`src/hdl/pag_pkg.sv`:
```
// shared types and constants for the preferential attachment graph generator
// no dependencies; used by pag_mod_unit, pag_chosen_set and the top level
package pag_pkg;

  // default sizes of the vertex store and the per-vertex attachment list
  localparam int MAX_VERTICES_DEF = 256;
  localparam int MAX_ATTACH_DEF   = 16;

  // fixed field widths
  localparam int DRAW_W     = 31;
  localparam int VERT_OUT_W = 8;
  localparam int ATTACH_W   = 5;
  localparam int SEED_W     = 9;
  localparam int TOTAL_W    = 9;
  localparam int PADDR_W    = 4;
  localparam int PDATA_W    = 32;

  // register indexes (paddr[3:2])
  localparam logic [1:0] REG_ATTACH = 2'd0;
  localparam logic [1:0] REG_SEED   = 2'd1;
  localparam logic [1:0] REG_TOTAL  = 2'd2;

  // register reset values
  localparam logic [ATTACH_W-1:0] ATTACH_RST = 5'd2;
  localparam logic [SEED_W-1:0]   SEED_RST   = 9'd3;
  localparam logic [TOTAL_W-1:0]  TOTAL_RST  = 9'd16;

  typedef enum logic [1:0] {
    PH_IDLE   = 2'd0,
    PH_CLIQUE = 2'd1,
    PH_ATTACH = 2'd2,
    PH_DONE   = 2'd3
  } phase_t;

  typedef enum logic [3:0] {
    S_IDLE,
    S_FILL,
    S_MOD,
    S_WALK,
    S_RD_PICK,
    S_WR_PICK,
    S_WR_NEW,
    S_EMIT
  } seq_state_t;

  // commands to the chosen-vertex list
  typedef struct packed {
    logic clear;
    logic push;
  } chosen_cmd_t;

endpackage

```
`src/hdl/pag_mod_unit.sv`:
```
// iterative remainder unit: one restoring step per cycle over the draw bits
// depends on pag_pkg
module pag_mod_unit #(
  parameter int TW = 17
) (
  input  logic                      clk,
  input  logic                      rst,
  input  logic                      start,
  input  logic [pag_pkg::DRAW_W-1:0] dividend,
  input  logic [TW-1:0]             divisor,
  output logic                      done,
  output logic [TW-1:0]             remainder
);

  localparam int CNT_W = $clog2(pag_pkg::DRAW_W + 1);

  logic                       run;
  logic [CNT_W-1:0]           cnt;
  logic [pag_pkg::DRAW_W-1:0] quo;
  logic [TW-1:0]              div;
  logic [TW-1:0]              rem;
  logic [TW:0]                trial;
  logic                       fits;

  assign trial = {rem, quo[pag_pkg::DRAW_W-1]};
  assign fits  = trial >= {1'b0, div};

  always_ff @(posedge clk) begin
    if (rst) begin
      run  <= 1'b0;
      done <= 1'b0;
      cnt  <= '0;
    end else begin
      done <= 1'b0;
      if (start) begin
        run <= 1'b1;
        cnt <= CNT_W'(pag_pkg::DRAW_W);
      end else if (run) begin
        cnt <= cnt - 1'b1;
        if (cnt == CNT_W'(1)) begin
          run  <= 1'b0;
          done <= 1'b1;
        end
      end
    end
  end

  always_ff @(posedge clk) begin
    if (start) begin
      rem <= '0;
      quo <= dividend;
      div <= divisor;
    end else if (run) begin
      quo <= {quo[pag_pkg::DRAW_W-2:0], 1'b0};
      if (fits) begin
        rem <= TW'(trial - {1'b0, div});
      end else begin
        rem <= TW'(trial);
      end
    end
  end

  // empty range gives a zero draw
  assign remainder = (div == '0) ? '0 : rem;

endmodule

```
`src/hdl/pag_chosen_set.sv`:
```
// list of vertices already chosen for the current new vertex, with a membership probe
// depends on pag_pkg
module pag_chosen_set #(
  parameter int MAX_ATTACH = pag_pkg::MAX_ATTACH_DEF,
  parameter int IW         = 8
) (
  input  logic                               clk,
  input  logic                               rst,
  input  pag_pkg::chosen_cmd_t               cmd,
  input  logic [IW-1:0]                      push_vertex,
  input  logic [IW-1:0]                      probe_vertex,
  output logic                               hit,
  output logic [$clog2(MAX_ATTACH+1)-1:0]    count
);

  localparam int CW  = $clog2(MAX_ATTACH + 1);
  localparam int AIW = (MAX_ATTACH > 1) ? $clog2(MAX_ATTACH) : 1;

  logic [IW-1:0] list [MAX_ATTACH];

  always_ff @(posedge clk) begin
    if (rst) begin
      count <= '0;
    end else if (cmd.clear) begin
      count <= '0;
    end else if (cmd.push) begin
      count <= count + 1'b1;
    end
  end

  always_ff @(posedge clk) begin
    if (cmd.push && !cmd.clear) begin
      list[AIW'(count)] <= push_vertex;
    end
  end

  // parallel compare against every filled slot
  always_comb begin
    hit = 1'b0;
    for (int i = 0; i < MAX_ATTACH; i++) begin
      if ((CW'(i) < count) && (list[i] == probe_vertex)) begin
        hit = 1'b1;
      end
    end
  end

endmodule

```
`src/hdl/preferential_attachment_graph_gen.sv`:
```
// top level of the preferential attachment graph generator
// depends on pag_pkg, pag_mod_unit and pag_chosen_set
//
// usage:
//   command channel: a transaction is taken when start is high and busy is low;
//   kind 0 restarts generation, kind 1 asks for the next edge, random_value is
//   the draw used when that edge is an attachment
//   result channel: every transaction gives exactly one result, shown for one
//   cycle with result_valid high; edge_valid, source_vertex, target_vertex and
//   done_res are only meaningful in that cycle; the receiver cannot stall
//   config: apb-style port, attach_count at 0x0, seed_size at 0x4,
//   vertex_total at 0x8; values are clamped and take effect at the next restart
//   busy states per transaction, the last one being the result strobe:
//     restart        degree store loaded with the clamped seed, one entry a cycle
//     clique / idle / done  result strobe only
//     attachment     the remainder unit (31 restoring steps, then done), then a walk
//                    over the vertices with one degree-store read a cycle, then
//                    read, write, a new-vertex write after the last attachment
//                    of the vertex, and the strobe
//   throughput: one transaction at a time, the next one is taken after the strobe
//   reset: no graph in progress, advance requests answer with no edge until a
//   restart; the degree store holds garbage until a restart fills it
module preferential_attachment_graph_gen #(
  parameter int MAX_VERTICES = pag_pkg::MAX_VERTICES_DEF,
  parameter int MAX_ATTACH   = pag_pkg::MAX_ATTACH_DEF
) (
  input  logic                             clk,
  input  logic                             rst,
  // command channel
  input  logic                             start,
  output logic                             busy,
  input  logic                             kind,
  input  logic [pag_pkg::DRAW_W-1:0]       random_value,
  // result channel
  output logic                             result_valid,
  output logic                             edge_valid,
  output logic [pag_pkg::VERT_OUT_W-1:0]   source_vertex,
  output logic [pag_pkg::VERT_OUT_W-1:0]   target_vertex,
  output logic                             done_res,
  // configuration port
  input  logic                             psel,
  input  logic                             penable,
  input  logic                             pwrite,
  input  logic [pag_pkg::PADDR_W-1:0]      paddr,
  input  logic [pag_pkg::PDATA_W-1:0]      pwdata,
  output logic [pag_pkg::PDATA_W-1:0]      prdata,
  output logic                             pready
);

  localparam int IW = $clog2(MAX_VERTICES);   // vertex index
  localparam int VW = IW + 1;                 // vertex count
  localparam int DW = IW + 1;                 // one degree
  localparam int TW = 2 * IW + 1;             // degree sums
  localparam int CW = $clog2(MAX_ATTACH + 1); // attachment count

  // ---------------------------------------------------------------- config
  logic [pag_pkg::ATTACH_W-1:0] attach_count;
  logic [pag_pkg::SEED_W-1:0]   seed_size;
  logic [pag_pkg::TOTAL_W-1:0]  vertex_total;
  logic                         cfg_wr;

  assign pready = 1'b1;
  assign cfg_wr = psel && penable && pwrite;

  always_ff @(posedge clk) begin
    if (rst) begin
      attach_count <= pag_pkg::ATTACH_RST;
      seed_size    <= pag_pkg::SEED_RST;
      vertex_total <= pag_pkg::TOTAL_RST;
    end else if (cfg_wr) begin
      case (paddr[3:2])
        pag_pkg::REG_ATTACH: attach_count <= pwdata[pag_pkg::ATTACH_W-1:0];
        pag_pkg::REG_SEED:   seed_size    <= pwdata[pag_pkg::SEED_W-1:0];
        pag_pkg::REG_TOTAL:  vertex_total <= pwdata[pag_pkg::TOTAL_W-1:0];
        default: ;
      endcase
    end
  end

  always_comb begin
    case (paddr[3:2])
      pag_pkg::REG_ATTACH: prdata = pag_pkg::PDATA_W'(attach_count);
      pag_pkg::REG_SEED:   prdata = pag_pkg::PDATA_W'(seed_size);
      pag_pkg::REG_TOTAL:  prdata = pag_pkg::PDATA_W'(vertex_total);
      default:             prdata = '0;
    endcase
  end

  // clamped settings, latched at restart
  logic [31:0] s_c, t_c, a_c, lim_c;

  always_comb begin
    s_c = 32'(seed_size);
    if (s_c < 32'd2) s_c = 32'd2;
    if (s_c > 32'(MAX_VERTICES)) s_c = 32'(MAX_VERTICES);
    t_c = 32'(vertex_total);
    if (t_c < s_c) t_c = s_c;
    if (t_c > 32'(MAX_VERTICES)) t_c = 32'(MAX_VERTICES);
    lim_c = (32'(MAX_ATTACH) < s_c) ? 32'(MAX_ATTACH) : s_c;
    a_c = 32'(attach_count);
    if (a_c < 32'd1) a_c = 32'd1;
    if (a_c > lim_c) a_c = lim_c;
  end

  // ---------------------------------------------------------------- state
  pag_pkg::seq_state_t state, state_next;
  pag_pkg::phase_t     phase;

  logic [VW-1:0] lat_seed;
  logic [VW-1:0] lat_total;
  logic [CW-1:0] lat_attach;

  logic [TW-1:0] degree_total;
  logic [TW-1:0] chosen_degree_total;
  logic [VW-1:0] current_vertex;
  logic [VW-1:0] clique_row;
  logic [VW-1:0] clique_col;
  logic [VW-1:0] fill_idx;

  // walk pipeline: degree checked in the cycle after its address is issued
  logic [VW-1:0] walk_k;
  logic          p_vld;
  logic [IW-1:0] p_k;
  logic [TW-1:0] walk_sum;
  logic [TW-1:0] walk_sum_add;
  logic          first_vld;
  logic [IW-1:0] first_k;
  logic [IW-1:0] pick;
  logic [TW-1:0] draw_mod;

  logic          accept;
  logic          fill_last;
  logic          walk_found;
  logic          walk_empty;
  logic          attach_last;
  logic [DW-1:0] pick_deg;
  logic [CW-1:0] chosen_next;

  // result registers
  logic                           res_edge;
  logic [pag_pkg::VERT_OUT_W-1:0] res_src;
  logic [pag_pkg::VERT_OUT_W-1:0] res_dst;
  logic                           res_done;

  // degree store
  logic [DW-1:0] deg_mem [MAX_VERTICES];
  logic [DW-1:0] rdata;
  logic [IW-1:0] rd_addr;
  logic          mem_we;
  logic [IW-1:0] mem_waddr;
  logic [DW-1:0] mem_wdata;

  // remainder unit and chosen-vertex list
  logic                 mod_start;
  logic                 mod_done;
  logic [TW-1:0]        mod_rem;
  pag_pkg::chosen_cmd_t chosen_cmd;
  logic                 chosen_hit;
  logic [CW-1:0]        chosen_count;

  pag_mod_unit #(
    .TW (TW)
  ) u_mod (
    .clk       (clk),
    .rst       (rst),
    .start     (mod_start),
    .dividend  (random_value),
    .divisor   (degree_total - chosen_degree_total),
    .done      (mod_done),
    .remainder (mod_rem)
  );

  pag_chosen_set #(
    .MAX_ATTACH (MAX_ATTACH),
    .IW         (IW)
  ) u_chosen (
    .clk          (clk),
    .rst          (rst),
    .cmd          (chosen_cmd),
    .push_vertex  (pick),
    .probe_vertex (p_k),
    .hit          (chosen_hit),
    .count        (chosen_count)
  );

  assign accept       = start && (state == pag_pkg::S_IDLE);
  assign busy         = (state != pag_pkg::S_IDLE);
  assign fill_last    = (fill_idx + 1'b1) >= lat_seed;
  assign walk_sum_add = walk_sum + TW'(rdata);
  assign walk_found   = p_vld && !chosen_hit && (walk_sum_add > draw_mod);
  assign walk_empty   = !p_vld && (walk_k >= current_vertex);
  assign pick_deg     = rdata + 1'b1;
  assign chosen_next  = chosen_count + 1'b1;
  assign attach_last  = chosen_next >= lat_attach;

  // ---------------------------------------------------------------- next state
  always_comb begin
    state_next = state;
    case (state)
      pag_pkg::S_IDLE: begin
        if (accept) begin
          if (!kind) begin
            state_next = pag_pkg::S_FILL;
          end else if (phase == pag_pkg::PH_ATTACH) begin
            state_next = pag_pkg::S_MOD;
          end else begin
            state_next = pag_pkg::S_EMIT;
          end
        end
      end
      pag_pkg::S_FILL:    if (fill_last) state_next = pag_pkg::S_EMIT;
      pag_pkg::S_MOD:     if (mod_done) state_next = pag_pkg::S_WALK;
      pag_pkg::S_WALK:    if (walk_found || walk_empty) state_next = pag_pkg::S_RD_PICK;
      pag_pkg::S_RD_PICK: state_next = pag_pkg::S_WR_PICK;
      pag_pkg::S_WR_PICK: begin
        state_next = attach_last ? pag_pkg::S_WR_NEW : pag_pkg::S_EMIT;
      end
      pag_pkg::S_WR_NEW:  state_next = pag_pkg::S_EMIT;
      pag_pkg::S_EMIT:    state_next = pag_pkg::S_IDLE;
      default:            state_next = pag_pkg::S_IDLE;
    endcase
  end

  // ---------------------------------------------------------------- control outputs
  always_comb begin
    mod_start  = 1'b0;
    chosen_cmd = '0;
    mem_we     = 1'b0;
    mem_waddr  = pick;
    mem_wdata  = pick_deg;
    rd_addr    = walk_k[IW-1:0];
    case (state)
      pag_pkg::S_IDLE: begin
        mod_start        = accept && kind && (phase == pag_pkg::PH_ATTACH);
        chosen_cmd.clear = accept && !kind;
      end
      pag_pkg::S_FILL: begin
        mem_we    = 1'b1;
        mem_waddr = fill_idx[IW-1:0];
        mem_wdata = DW'(lat_seed - 1'b1);
      end
      pag_pkg::S_RD_PICK: rd_addr = pick;
      pag_pkg::S_WR_PICK: begin
        mem_we          = 1'b1;
        chosen_cmd.push = 1'b1;
      end
      pag_pkg::S_WR_NEW: begin
        mem_we           = 1'b1;
        mem_waddr        = current_vertex[IW-1:0];
        mem_wdata        = DW'(lat_attach);
        chosen_cmd.clear = 1'b1;
      end
      default: ;
    endcase
  end

  // ---------------------------------------------------------------- degree store
  always_ff @(posedge clk) begin
    if (mem_we) begin
      deg_mem[mem_waddr] <= mem_wdata;
    end
    rdata <= deg_mem[rd_addr];
  end

  // ---------------------------------------------------------------- sequencer registers
  always_ff @(posedge clk) begin
    if (rst) begin
      state               <= pag_pkg::S_IDLE;
      phase               <= pag_pkg::PH_IDLE;
      lat_seed            <= VW'(3);
      lat_total           <= VW'(16);
      lat_attach          <= CW'(2);
      degree_total        <= '0;
      chosen_degree_total <= '0;
      current_vertex      <= '0;
      clique_row          <= '0;
      clique_col          <= VW'(1);
      fill_idx            <= '0;
      p_vld               <= 1'b0;
    end else begin
      state <= state_next;
      case (state)
        pag_pkg::S_IDLE: begin
          if (accept) begin
            if (!kind) begin
              // restart: latch clamped settings, then load the seed degrees
              lat_seed            <= VW'(s_c);
              lat_total           <= VW'(t_c);
              lat_attach          <= CW'(a_c);
              degree_total        <= '0;
              chosen_degree_total <= '0;
              current_vertex      <= VW'(s_c);
              clique_row          <= '0;
              clique_col          <= VW'(1);
              fill_idx            <= '0;
            end else if (phase == pag_pkg::PH_CLIQUE) begin
              // next clique edge in row-major order
              if ((clique_col + 1'b1) >= lat_seed) begin
                clique_row <= clique_row + 1'b1;
                clique_col <= clique_row + VW'(2);
                if ((clique_row + VW'(2)) >= lat_seed) begin
                  phase <= (current_vertex >= lat_total) ? pag_pkg::PH_DONE
                                                         : pag_pkg::PH_ATTACH;
                end
              end else begin
                clique_col <= clique_col + 1'b1;
              end
            end
          end
          p_vld <= 1'b0;
        end
        pag_pkg::S_FILL: begin
          degree_total <= degree_total + TW'(lat_seed - 1'b1);
          fill_idx     <= fill_idx + 1'b1;
          if (fill_last) begin
            phase <= pag_pkg::PH_CLIQUE;
          end
        end
        pag_pkg::S_MOD: begin
          p_vld <= 1'b0;
        end
        pag_pkg::S_WALK: begin
          p_vld <= walk_k < current_vertex;
        end
        pag_pkg::S_WR_PICK: begin
          degree_total        <= degree_total + 1'b1;
          chosen_degree_total <= chosen_degree_total + TW'(pick_deg);
        end
        pag_pkg::S_WR_NEW: begin
          degree_total        <= degree_total + TW'(lat_attach);
          chosen_degree_total <= '0;
          current_vertex      <= current_vertex + 1'b1;
          if ((current_vertex + 1'b1) >= lat_total) begin
            phase <= pag_pkg::PH_DONE;
          end
        end
        default: ;
      endcase
    end
  end

  // walk datapath and result payload
  always_ff @(posedge clk) begin
    case (state)
      pag_pkg::S_IDLE: begin
        res_edge <= 1'b0;
        res_src  <= '0;
        res_dst  <= '0;
        res_done <= 1'b0;
        if (accept && kind) begin
          if (phase == pag_pkg::PH_CLIQUE) begin
            res_edge <= 1'b1;
            res_src  <= pag_pkg::VERT_OUT_W'(clique_row);
            res_dst  <= pag_pkg::VERT_OUT_W'(clique_col);
            res_done <= ((clique_col + 1'b1) >= lat_seed)
                        && ((clique_row + VW'(2)) >= lat_seed)
                        && (current_vertex >= lat_total);
          end else if (phase == pag_pkg::PH_DONE) begin
            res_done <= 1'b1;
          end
        end
        walk_k    <= '0;
        walk_sum  <= '0;
        first_vld <= 1'b0;
      end
      pag_pkg::S_MOD: begin
        if (mod_done) begin
          draw_mod <= mod_rem;
        end
      end
      pag_pkg::S_WALK: begin
        if (walk_k < current_vertex) begin
          p_k    <= walk_k[IW-1:0];
          walk_k <= walk_k + 1'b1;
        end
        if (p_vld && !chosen_hit) begin
          walk_sum <= walk_sum_add;
          if (!first_vld) begin
            first_vld <= 1'b1;
            first_k   <= p_k;
          end
        end
        if (walk_found) begin
          pick <= p_k;
        end else if (walk_empty) begin
          // no vertex reached the draw: fall back to the first unchosen one
          pick <= first_vld ? first_k : '0;
        end
      end
      pag_pkg::S_WR_PICK: begin
        res_edge <= 1'b1;
        res_src  <= pag_pkg::VERT_OUT_W'(current_vertex);
        res_dst  <= pag_pkg::VERT_OUT_W'(pick);
        res_done <= 1'b0;
      end
      pag_pkg::S_WR_NEW: begin
        res_done <= (current_vertex + 1'b1) >= lat_total;
      end
      default: ;
    endcase
  end

  assign result_valid  = (state == pag_pkg::S_EMIT);
  assign edge_valid    = res_edge;
  assign source_vertex = res_src;
  assign target_vertex = res_dst;
  assign done_res      = res_done;

endmodule
```
`config.mk`:
```
export PLATFORM = sky130hd
export DESIGN_NAME = preferential_attachment_graph_gen
export DESIGN_NICKNAME = d
export VERILOG_FILES = /design/src/hdl/pag_pkg.sv /design/src/hdl/pag_mod_unit.sv /design/src/hdl/pag_chosen_set.sv /design/src/hdl/preferential_attachment_graph_gen.sv
export SDC_FILE = /design/constraint.sdc
export NUM_CORES = 2
export LEC_CHECK = 0
export BUFFER_PORTS_ARGS = -buffer_cell sky130_fd_sc_hd__clkbuf_2
export CELL_PAD_IN_SITES_DETAIL_PLACEMENT = 1
export CELL_PAD_IN_SITES_GLOBAL_PLACEMENT = 1
export CORE_ASPECT_RATIO = 0.5
export CORE_UTILIZATION = 45
export CTS_CLUSTER_DIAMETER = 30
export CTS_CLUSTER_SIZE = 20
export DETAILED_ROUTE_END_ITERATION = 10
export PLACE_DENSITY = 0.74
export SYNTH_ARGS = -nofsm -noshare
export SYNTH_HDL_FRONTEND = slang
export SYNTH_HIERARCHICAL = 1
export SYNTH_SLANG_ARGS = --single-unit
```
`constraint.sdc`:
```
create_clock -name clk -period 15.2 [get_ports clk]
set_input_delay 0.76 -clock clk [delete_from_list [all_inputs] [get_ports clk]]
set_output_delay 0.76 -clock clk [all_outputs]
set_load 0.005 [all_outputs]
```
Word-level counts from Yosys, hierarchy flattened:

Memories as Yosys holds them, arrays and structs flattened. A register that Yosys moved wholly into a read port is not among the register bits.
Cells that the tools add are included.

* RAM bits: 2432
* bits in latches: 0
* memories kept: 2
* ROM bits: 0
* logic and storage cells: 301
* bits of input ports: 74
* output and inout port bits: 53
* bits in registers: 286

* multipliers: 0
* eq/ne operators: 43
* reductions and logical operators: 69
* $lt $le $gt $ge: 33
* $add $sub $neg: 18
* shift-type cells: 0
* bitwise logic cells: 3
* div/mod/pow operators: 0
* multiplexer cells: 100

Memory list
* deg_mem: words 256, width 9, rd ports 1, clocked after memory_dff 1, wr ports 1, RTL line preferential_attachment_graph_gen.sv:146 `logic [DW-1:0] deg_mem [MAX_VERTICES];`
* u_chosen.list: words 16, width 8, rd ports 16, clocked after memory_dff 0, wr ports 1, RTL line pag_chosen_set.sv:19 `logic [IW-1:0] list [MAX_ATTACH];`

Operator list (count)
* 8-bit equality test: 16
* 9-bit two-way mux: 13
* 32-bit two-way mux: 3
* 9-bit case mux with 2 select lines: 4
* 17-bit two-way mux: 4
* 17-bit case mux with 4 select lines: 1
* 32-bit by 9-bit greater-than comparator with 1-bit output (second input constant): 2
* 8-bit two-way mux: 8
* 31-bit two-way mux: 2
* 9-bit by 1-bit adder with 9-bit output (second input constant): 6
* 9-bit >= comparator: 6
* 17-bit case mux with 3 select lines: 1
* 8-bit case mux with 2 select lines: 3
* 4-bit by 5-bit less-than comparator with 1-bit output (first input constant): 8
* 1-bit two-way mux: 35
* 17-bit by 9-bit adder with 17-bit output: 2
* 17-bit case mux with 2 select lines: 1
* 17-bit subtractor: 2
* 5-bit by 32-bit greater-than comparator with 1-bit output: 1
* 5-bit by 32-bit less-than comparator with 1-bit output (first input constant): 1
* 9-bit by 32-bit less-than comparator with 1-bit output: 1
* 1-bit logical AND: 28
* 4-bit case mux with 7 select lines: 1
* 9-bit case mux with 3 select lines: 1
* other kinds (47): 116

Depth between registers and ports, before layout:

An unclocked memory read counts as a cell.

* depth after elaboration: 25
* depth in mapped cells: 22

Cells and area by module:

The synthesis kept the hierarchy.

By module, submodules not included
* preferential_attachment_graph_gen: instances 1, seq. area each 74391.3 um^2, cells an instance 5947, area each 103611.9 um^2
* pag_chosen_set: instances 1, seq. area each 3943.8 um^2, cells an instance 392, area each 6002.0 um^2
* pag_mod_unit: instances 1, seq. area each 1921.8 um^2, cells an instance 370, area each 4028.9 um^2

Least setup slack after synthesis:

No wires, ideal clock.

* kind: reg-to-reg
* start point: reg state[1]
* end point: mem deg_mem[0][6] (netlist bit) (data pin)
* data arrival time: 11240 ps
* library setup time: 2187 ps
* cell stages (with the launch flop): 7
* path slack: 1774 ps
* required time: 13013 ps
* cells stage by stage: dfxtp_1 clkbuf_1 nor2_1 nand2_1 clkbuf_1 clkbuf_1 o21ai_0

* cells in the longest elaborated chain, start to end: 2
* elaborated cells on any way between the ends: 3

RTL lines
* start, declared: RTL line preferential_attachment_graph_gen.sv:106 `pag_pkg::seq_state_t state, state_next;`
* start signal, assigned: RTL line preferential_attachment_graph_gen.sv:268 `state <= pag_pkg::S_IDLE;`
* start signal, assigned: RTL line preferential_attachment_graph_gen.sv:281 `state <= state_next;`
* 4-bit by 3-bit equality test with 1-bit output or 4-bit by 1-bit equality test with 1-bit output (tied branches): RTL line preferential_attachment_graph_gen.sv:232 `case (state)`
* 9-bit case mux with 2 select lines (*): RTL line preferential_attachment_graph_gen.sv:232
* net mem_wdata[6]: RTL line preferential_attachment_graph_gen.sv:151 `logic [DW-1:0] mem_wdata;`
* end, declared: RTL line preferential_attachment_graph_gen.sv:146

The timed path passes the listed nets; every way through them passes the cells marked *.

Worst setup path after layout:

* start point: reg state[2]
* end point: reg rdata[4], read port of deg_mem

* cells in the longest elaborated chain, start to end: 2

RTL lines
* 4-bit by 3-bit equality test with 1-bit output: RTL line preferential_attachment_graph_gen.sv:232
* 8-bit two-way mux: RTL line preferential_attachment_graph_gen.sv:232
* end, declared: RTL line preferential_attachment_graph_gen.sv:147 `logic [DW-1:0] rdata;`

No other way between the ends.
A chain may end at the register's enable or synchronous reset.

==> impl_metrics.env <==
export IMPL_dr_wl_met3_um=27140
export IMPL_cp_max_fo=39
export IMPL_cp_end_kind="flip-flop"
export IMPL_ctsHoldBuffers=0
export IMPL_vias=64069
export IMPL_worst_r2r_endpoint="rdata[4]"
export IMPL_drt_iter0_drc=6550
export IMPL_yosysTopAreaCellShare=0.6780
export IMPL_setup_worst_path_start_class="flip-flop"
export IMPL_seqPwrFrac=0.356
export IMPL_cp_data_arrival_time_ns=7.71
export IMPL_syn_inst=6709
export IMPL_p_sw_frac=0.3452
export IMPL_drive_gt1_frac=0.2133
export IMPL_io_pins=127
export IMPL_min_period_over_period=0.4566
export IMPL_fp_row_count=130
export IMPL_fin_crit_ns=6.941
export IMPL_outcome="finished, final reports clean"
export IMPL_die_h_um=357.3
export IMPL_yosysTopAreaCell="edfxtp_1"
export IMPL_clk_latency_ns=0.92
export IMPL_worstSetupPathType="flip-flop to flip-flop"
export IMPL_synth_seq_cells=2726
export IMPL_setup_tns_ns=0
export IMPL_post_cts_resized_instances=0
export IMPL_routed_via_density=6.011
export IMPL_rr_worst_depth=12
export IMPL_path_cells="nor3b_4, buf_4, mux2i_4, buf_4, buf_4, buf_4, mux4_2, mux2i_1, o22ai_1, nor4_1, nand4_1, or4_1"
export IMPL_hold_viol=0
export IMPL_cts_setup_buffers=0
export IMPL_cpMostUsedCell="buf_4"
export IMPL_wl_um=318200
export IMPL_async_flop_share=0
export IMPL_clock_path_buffers=4
export IMPL_grt_overflow_total=0
export IMPL_portBuffers=77
export IMPL_cts_buffers=397
export IMPL_power_density_nw_per_um2=217.0
export IMPL_max_freq_mhz=144.1
export IMPL_avgSynthCellArea_um2=16.94
export IMPL_cpMaxStageDelayCell="nor4_1"
export IMPL_dieArea_um2=254700
export IMPL_drt_met1_wl_um=125100
export IMPL_cts_reportedPaths_clkPinSlew_ns=0.05
export IMPL_gp_congestion=0.8501
export IMPL_p_leak_nw=43.67
export IMPL_fin_nets=7207
export IMPL_ys_seq_area_frac=0.7062
export IMPL_synth_yosys_warnings=6
export IMPL_maxCapViolCount=0
export IMPL_dieWidth_um=712.7
export IMPL_core_area_um2=251100
export IMPL_dr_max_layer_used="met5"
export IMPL_synth_area_leaders="edfxtp_1, mux4_2, dfxtp_1, nand2_1, ha_1"
export IMPL_cts_sinks=2726
export IMPL_synth_edf_count=2566
export IMPL_syn2layout_area_growth_pct=15.75
export IMPL_synthFlopType="edfxtp_1"
export IMPL_rr_startpoint="state[2]"
export IMPL_report_final_setup_viol=0
export IMPL_hold_path_startpoint="pwdata[6]"
export IMPL_slowest_delay_ns=0.97
export IMPL_routedWlPerCell_um=29.85
export IMPL_fin_cells=10659
export IMPL_min_to="vertex_total[6]"
export IMPL_antenna_left=0
export IMPL_pwr_share_clk=0.334
export IMPL_root_buffer="clkbuf_16"
export IMPL_initial_core_util=0.4525
export IMPL_grt_pass1_vias=66832
export IMPL_hpwl_um=189700
export IMPL_finalClockSkew_ns=0.09949
export IMPL_route_met2_wl_um=153300
export IMPL_antenna_found_initial=7
export IMPL_grt_pass1_wl_um=462800
export IMPL_rsz0062_at_grt="false"
export IMPL_slew_viol_final=0
export IMPL_hold_class="input port to flip-flop"
export IMPL_ff2ff_setup_slack_ns=8.26
export IMPL_grt_start_max_net_pins=201
export IMPL_power_frac_comb=0.310
export IMPL_firstDrtPassIters=7
export IMPL_synth_area_um2=113600
export IMPL_internal_power_w=0.01869
export IMPL_yosysUniqueCellTypes=85
export IMPL_slew_headroom=0.1078
export IMPL_cts_tree="done"
export IMPL_worst_pin_slew_ns=1.301
export IMPL_cts_max_level=5
export IMPL_crit_required_ns=15.97
export IMPL_peakVddDrop_uv=192.4
export IMPL_grt_use_total=0.2462
export IMPL_p_sw_w=0.009851
export IMPL_drc=0
export IMPL_hold_depth=3
export IMPL_dp_cells=9923
## synth_stat cells (19+ instances only)
cell type and instances:
a21o_1 38, a21oi_1 168, a22oi_1 19, a31oi_1 42
a32oi_1 21, and2_1 42, and3_1 49, buf_1 49
buf_2 101, buf_4 35, clkbuf_1 163, dfxtp_1 160
edfxtp_1 2566, ha_1 172, inv_1 151, mux2_2 40
mux2i_1 178, mux4_2 576, nand2_1 593, nand2b_1 33
nand3_1 195, nand4_1 39, nor2_1 449, nor2b_1 46
nor3_1 36, nor4_1 44, o21a_1 25, o21ai_0 110
o22ai_1 76, or3_1 26, xnor2_1 135, xor2_1 107
## through the flow
step	hold slack, ns	power, W	area (um^2)	setup slack [ns]	utilization
floorplan	0.4363	0.01660	113700	1.774	-
global placement	0.4494	0.01872	117700	8.555	0.4689
detailed placement	0.4607	0.01901	117700	8.422	0.4689
CTS	0.08099	0.02858	131500	8.212	0.5237
global route	0.1263	0.02934	131500	7.754	0.5237
finish	0.1195	0.02854	131500	8.259	0.5238
## worst max path at each step
stage	start	endpoint
after floorplan	state[1]	deg_mem[0][6]
after global placement	state[2]	rdata[4]
after detailed placement	state[2]	rdata[4]
after CTS	state[2]	rdata[4]
after global routing	state[2]	rdata[5]
final	state[2]	rdata[4]
## layout by cell type (no fill, tap or decap), drive strengths merged, types with 52 or more instances in the layout
cell / instances
nand2: 593
ha: 172
xor2: 107
inv: 231
bufinv: 52
nand3: 197
mux2i: 178
dfxtp: 160
mux4: 576
xnor2: 135
nor2: 449
a21oi: 169
o22ai: 76
clkinv: 114
clkinvlp: 52
o21ai: 125
buf: 119
edfxtp: 2566
clkbuf: 511
## layout make-up
type                    count  area [um^2]
multi-input cells        3485        31350
fillers                 23026       119600
diodes                      3        7.507
inverters                 151        566.8
clock buffers             435        10330
repair buffers            195         1361
flip-flops and latches   2726        80260
clock inverters           298         3456
well taps                3366         4212
## registers in the layout (all words and copies together), names as in the netlist, 17 cells and up
name                 flops
u_mod/rem               17
deg_mem               2304
u_mod/div               17
draw_mod                17
chosen_degree_total     17
walk_sum                17
u_chosen/list          128
u_mod/quo               31
degree_total            17
## power groups by stage
stage / combinational [W] / sequential, W / clock [W]
2_1_floorplan: 0.00549 / 0.0111 / 0
3_3_place_gp: 0.00845 / 0.0103 / 0
3_5_place_dp: 0.00872 / 0.0103 / 0
4_1_cts: 0.00883 / 0.0101 / 0.00961
5_1_grt: 0.00931 / 0.0102 / 0.00987
6_report: 0.00886 / 0.0101 / 0.00953
## per-layer routing
layer	vias to the layer above	track usage
li1	26916	-
met1	33524	0.3239
met2	2969	0.4061
met3	648	0.05237
met4	12	0.09395
met5	-	0
## worst max-delay path, delay by kind of cell (launching register included)
kind | cells | cell delay, ns
AND/OR/NAND/NOR | 4 | 2.24
flip-flops | 1 | 0.70
AO/OA/AOI/OAI | 1 | 0.28
multiplexers | 3 | 1.14
buffers and inverters | 4 | 2.36
## kinds of logic after synthesis
| family | synth area share |
|---|---|
| buffers and inverters | 0.02102 |
| muxes | 0.1338 |
| DFF | 0.7062 |
| other | 0.00006608 |
| AOI/OAI and AO/OA | 0.03722 |
| xor gates and xnor gates | 0.01865 |
| and+or+nand+nor | 0.06321 |
| adders and majority gates | 0.01982 |
Power figures use the tool's default switching activity.
